File: config.mk
export PLATFORM = sky130hd
export DESIGN_NAME = crle_front
export DESIGN_NICKNAME = d
export VERILOG_FILES = /design/src/rtl/crle_pkg.sv /design/src/rtl/crle_front.sv
export SDC_FILE = /design/constraint.sdc
export NUM_CORES = 1
export LEC_CHECK = 0
export ABC_CLOCK_PERIOD_IN_PS = 7900
export BUFFER_PORTS_ARGS = -buffer_cell sky130_fd_sc_hd__buf_2
export CORE_ASPECT_RATIO = 0.7
export CORE_UTILIZATION = 40
export DETAILED_ROUTE_END_ITERATION = 10
export GPL_ROUTABILITY_DRIVEN = 0
export PLACE_DENSITY = 0.64
export SETUP_SLACK_MARGIN = 0.15
export SYNTH_ARGS = -nofsm -noshare
export SYNTH_HDL_FRONTEND = slang
export SYNTH_SLANG_ARGS = --single-unit
export TNS_END_PERCENT = 20
File: constraint.sdc
create_clock -name clock -period 7.9 [get_ports clock]
set_input_delay 0.395 -clock clock [delete_from_list [all_inputs] [get_ports clock]]
set_output_delay 0.395 -clock clock [all_outputs]
set_load 0.02 [all_outputs]
File: src/rtl/crle_pkg.sv
// ----------------------------------------------------------------------------
// crle_pkg: shared types and constants of the Catmull-Rom loop evaluator
// Holds the item codes, the payload structs and the weight fraction width.
// ----------------------------------------------------------------------------
package crle_pkg;

   // Table size and field widths, fixed by the item formats.
   localparam int MAX_POINTS  = 8;
   localparam int COORD_WIDTH = 16;
   localparam int PARAM_WIDTH = 16;

   // Operation codes of an input item.
   localparam logic OP_WRITE = 1'b0;
   localparam logic OP_EVAL  = 1'b1;

   // Register indexes of the configuration port.
   localparam int REG_POINTS  = 0;
   localparam int REG_TANGENT = 1;

   // Fractional bits of the local parameter and weights; output and segment widths.
   localparam int WFRAC   = 16;
   localparam int OUT_W   = 20;
   localparam int SEG_W   = 3;

   // Payload of a request transfer.
   typedef struct packed {
      logic                          operation;
      logic [2:0]                    point_index;
      logic [1:0]                    axis;
      logic signed [COORD_WIDTH-1:0] coord_value;
      logic [PARAM_WIDTH-1:0]        loop_param;
   } req_item_type;

   // Payload of a response transfer.
   typedef struct packed {
      logic signed [OUT_W-1:0] out_x;
      logic signed [OUT_W-1:0] out_y;
      logic signed [OUT_W-1:0] out_z;
      logic [SEG_W-1:0]        segment;
   } rsp_item_type;

endpackage

File: src/rtl/crle_front.sv
// ----------------------------------------------------------------------------
// crle_front: request intake and classification
// Gates coordinate writes into the point table, turns an evaluate request into a
// segment number, a local fraction and four wrapped point indexes, and pushes
// it into a short queue towards the arithmetic back end.
// ----------------------------------------------------------------------------
module crle_front #(
   parameter int MAX_POINTS  = 8,
   parameter int PARAM_WIDTH = 16,
   parameter int PIDX_W      = 3
) (
   input  logic                     clock,
   input  logic                     reset,
   input  logic                     req_valid,
   output logic                     req_ready,
   input  logic                     req_operation,
   input  logic [PIDX_W-1:0]        req_point_index,
   input  logic [1:0]               req_axis,
   input  logic [3:0]               points_in_use,
   output logic                     wr_en,
   output logic [PIDX_W-1:0]        wr_point,
   output logic [1:0]               wr_axis,
   input  logic [PARAM_WIDTH-1:0]   req_loop_param,
   output logic                     job_valid,
   input  logic                     job_ready,
   output logic [4*PIDX_W-1:0]      job_idx,
   output logic [crle_pkg::WFRAC-1:0] job_t,
   output logic [crle_pkg::SEG_W-1:0] job_seg
);
   import crle_pkg::*;

   localparam int JOB_W = 4*PIDX_W + WFRAC + SEG_W;
   localparam int PROD_W = PARAM_WIDTH + 4;

   logic [PROD_W-1:0]      prod;
   logic [3:0]             seg;
   logic [PARAM_WIDTH-1:0] frac;
   logic [WFRAC-1:0]       tf;
   logic [PIDX_W-1:0]      idx [4];
   logic [4:0]             raw;
   logic [JOB_W-1:0]       job_in;
   logic                   push;
   logic                   wr_room;

   // Two-entry queue.
   logic [JOB_W-1:0] q_ff [2];
   logic [JOB_W-1:0] q_in [2];
   logic [1:0]       cnt_ff, cnt_in;

   // Segment and local fraction: the segment fits in four bits as n <= 8.
   always_comb begin
      prod = PROD_W'(req_loop_param) * PROD_W'(points_in_use);
      seg  = prod[PROD_W-1 -: 4];
      frac = prod[PARAM_WIDTH-1:0];
      if (PARAM_WIDTH >= WFRAC) begin
         tf = WFRAC'(frac >> (PARAM_WIDTH >= WFRAC ? PARAM_WIDTH - WFRAC : 0));
      end else begin
         tf = WFRAC'(frac) << (PARAM_WIDTH >= WFRAC ? 0 : WFRAC - PARAM_WIDTH);
      end
      // Wrapped neighbours; the sum stays below 2n+2, so two subtracts wrap each.
      for (int i = 0; i < 4; i++) begin
         raw = 5'(seg) + 5'(i) + 5'(points_in_use) - 5'd1;
         if (raw >= 5'(points_in_use)) raw = raw - 5'(points_in_use);
         if (raw >= 5'(points_in_use)) raw = raw - 5'(points_in_use);
         idx[i] = PIDX_W'(raw);
      end
      job_in = {idx[0], idx[1], idx[2], idx[3], tf, seg[SEG_W-1:0]};
   end

   // Evaluations wait for queue room. A write waits until every queued
   // evaluation has read the table, so none sees a later coordinate.
   assign wr_room   = (cnt_ff == 2'd0) || ((cnt_ff == 2'd1) && job_ready);
   assign req_ready = (req_operation == OP_WRITE) ? wr_room : (cnt_ff != 2'd2);
   assign push      = req_valid && req_ready && (req_operation == OP_EVAL);
   assign wr_en     = req_valid && req_ready && (req_operation == OP_WRITE)
                      && (req_axis != 2'd3) && (32'(req_point_index) < MAX_POINTS);
   assign wr_point  = req_point_index;
   assign wr_axis   = req_axis;

   // Queue update.
   always_comb begin
      logic pop;
      logic [1:0] c;
      pop  = job_valid && job_ready;
      q_in = q_ff;
      c    = cnt_ff;
      if (pop) begin
         q_in[0] = q_ff[1];
         c = c - 2'd1;
      end
      if (push) begin
         q_in[c[0]] = job_in;
         c = c + 2'd1;
      end
      cnt_in = c;
   end

   always_ff @(posedge clock) begin
      q_ff <= q_in;
      if (reset) begin
         cnt_ff <= '0;
      end else begin
         cnt_ff <= cnt_in;
      end
   end

   assign job_valid = (cnt_ff != 2'd0);
   assign {job_idx, job_t, job_seg} = q_ff[0];
endmodule

==> impl_metrics.ini <==
[clock_tree]
worstSkewPairLatency_ns = 0.33
path_clk_slew_ns = 0.05
cts_buffers = 9
htree_levels = 3
cts_tree = built
clock-sinks = 64
clockBufferDepth = 2
cts-root-buf = clkbuf_16

[cells_and_area]
syn2layout_area_growth_pct = 9.69
final_layout_size_suffix_gt1_frac = 0.145
utilization = 0.458
stdcell_area_um2 = 7250
multi_input_area_um2 = 4370
mostFrequentLayoutCells = nand2_1 (93), inv_1 (79), ha_1 (71)
final.fill_count = 1562
antenna_cells = 0
finalNetCount = 928
seqCellArea_um2 = 1590
final_common_cell = nand2_1

[worst_setup_path]
rrSetupSlack_ns = 5.20
r2r_start = cnt_ff[0]
critPathKind = input pin to flip-flop
reg2regPathDepth = 8
worst_setup_path_end_kind = flip-flop
worstPathRequired_ns = 8.12
crit_arrival_ns = 7.59
cp_num_buf_inv = 5
timing.rr.end = job_seg[2]
crit_path_frequent_cell = a21oi_1
critPathLaunchType = input pin
slowest_stage = fa_1
cp_max_fo = 15
slowest_delay_ns = 0.54
path_delay_family = adder cells

[synth]
synth_seq_cells = 64
syn_nets = 901
synth_area_per_cell_um2 = 8.70
synth.distinct_cells = 57
syn_inst = 760
synthArstFlopShare = 0
yosysSeqAreaShare = 0.241
post_synth_instance_area_um2 = 6610
synthFlopType = dfxtp_1
synth_edf_count = 31
ys_warn_count = 0

[placement]
preCtsSetupSlack_ns = -0.138
dp_hpwl_um = 11300
placed_area_um2 = 6890
numPortBuffers = 62

[floorplanning]
coreArea_um2 = 15800
boundaryPins = 69
rows = 38
initial_core_util = 0.418
dieWidth_um = 156
die_h_um = 110
design.die.area_um2 = 17100

[sta]
fmax_mhz = 136
hold_violations = 0
setup_ws_ns = 0.526
fin_skew_ns = 0.00663
slew_viol_final = 0
grt_setup_unrepaired = false
max_slew_margin = 0.301
whs_ns = 0.248
setup_viol = 0
fin_crit_ns = 7.37
finalCritPeriodShare = 0.933
setup-tns-final_ns = 0
tightest_slew_ns = 1.05

[detailed_routing]
vias = 5032
wl_per_cell_um = 14.3
firstDrtPassIters = 5
routed_wl_um = 14500
vias_per_cell = 4.97
postRouteAntennaNets = 0
first_iter_violations = 317
drc = 0

[global_routing]
grt_max_degree = 51
grt_pass1_vias = 4586
grt_antenna_before_repair = 0
grt_util_all_layers = 0.179
grt.overflow.total = 0
grt_pass1_wl_um = 23900

[run]
maxCapViolCount = 0

[power]
ir_drop_uv = 159
clkPwrFrac = 0.127
p_int_mw = 1.83
p_comb_frac = 0.690
seq_power_share = 0.184
swShare = 0.454
power_density_nw_per_um2 = 462
leakagePower_nw = 3.39
power.switching_mw = 1.52

[run_status]
outcome = completed

[worst_hold_path]
hp-class = input pin to flip-flop
worstHoldStart = reset
min_to = cnt_ff[1]
hold_depth = 2
[metal layers]
metal  vias to the layer above  share of wire  GRT usage
li1                       2570              -          -
met1                      2337           0.58      0.292
met2                       119           0.37      0.236
met3                         6          0.049     0.0284
met4                         0         0.0071     0.0420
met5                         -              0          0
[how the worst max path moves through the flow]
stage                 end  depth (start not counted)        startpoint
6_report       job_idx[8]                         31  points_in_use[3]
5_1_grt        job_idx[7]                         29  points_in_use[1]
4_1_cts        job_idx[8]                         29  points_in_use[1]
3_5_place_dp   job_idx[8]                         29  points_in_use[1]
3_3_place_gp   job_idx[8]                         29  points_in_use[1]
2_1_floorplan  job_idx[1]                         30  points_in_use[3]
[layout make-up]
type / instances / share of cell area
Clock inverter: 5 / 0.0109
Tap cell: 220 / 0.0380
Inverter: 79 / 0.0409
Clock buffer: 11 / 0.0335
Sequential cell: 64 / 0.219
Multi-Input combinational cell: 560 / 0.603
Timing Repair Buffer: 73 / 0.0545
[cell usage after synthesis (13+ instances only)]
master,count,share of area
nor2_1,52,0.030
edfxtp_1,31,0.14
a31oi_1,13,0.012
a21oi_1,46,0.035
buf_4,36,0.041
nand2_1,93,0.053
o21ai_0,30,0.023
nand3_1,18,0.014
and2_1,50,0.047
ha_1,72,0.14
xnor2_1,22,0.029
xor2_1,18,0.024
fa_1,39,0.12
clkbuf_1,17,0.0096
o21a_1,17,0.019
dfxtp_1,33,0.10
inv_1,79,0.045
[through the flow]
step	power, mW	std cells
after floorplan	2.49	760
after detailed placement	2.89	995
after global routing	3.67	1012
after CTS	3.35	1011
final	3.35	1012
after global placement	2.86	995
[what timing repair did]
item	4_1_cts	5_1_grt
hold buffers	0	0
pin swaps	0	1
endpoints found under the hold margin	0	0
gates resized for setup	1	7
setup endpoints to repair	4	22
setup buffers	0	1
[logic make-up (layout without fill, tap and decap cells)]
| logic type | after synthesis | count (layout) | share of synthesized area |
|---|---|---|---|
| AO/OA/AOI/OAI | 142 | 142 | 0.135 |
| AND/OR/NAND/NOR | 245 | 245 | 0.175 |
| multiplexers | 21 | 21 | 0.0369 |
| buffers and inverters | 136 | 168 | 0.103 |
| adder cells (fa/ha/maj) | 111 | 111 | 0.254 |
| XOR/XNOR | 41 | 41 | 0.0554 |
| flip-flops | 64 | 64 | 0.241 |
[power groups by stage]
| stage | Sequential, mW | Clock, mW | Combinational, mW |
|---|---|---|---|
| 3_3_place_gp | 0.622 | 0 | 2.24 |
| 3_5_place_dp | 0.623 | 0 | 2.27 |
| 5_1_grt | 0.629 | 0.447 | 2.60 |
| 6_report | 0.616 | 0.425 | 2.31 |
| 2_1_floorplan | 0.602 | 0 | 1.89 |
| 4_1_cts | 0.617 | 0.432 | 2.30 |
No activity file was read; power rests on OpenSTA's default activity.
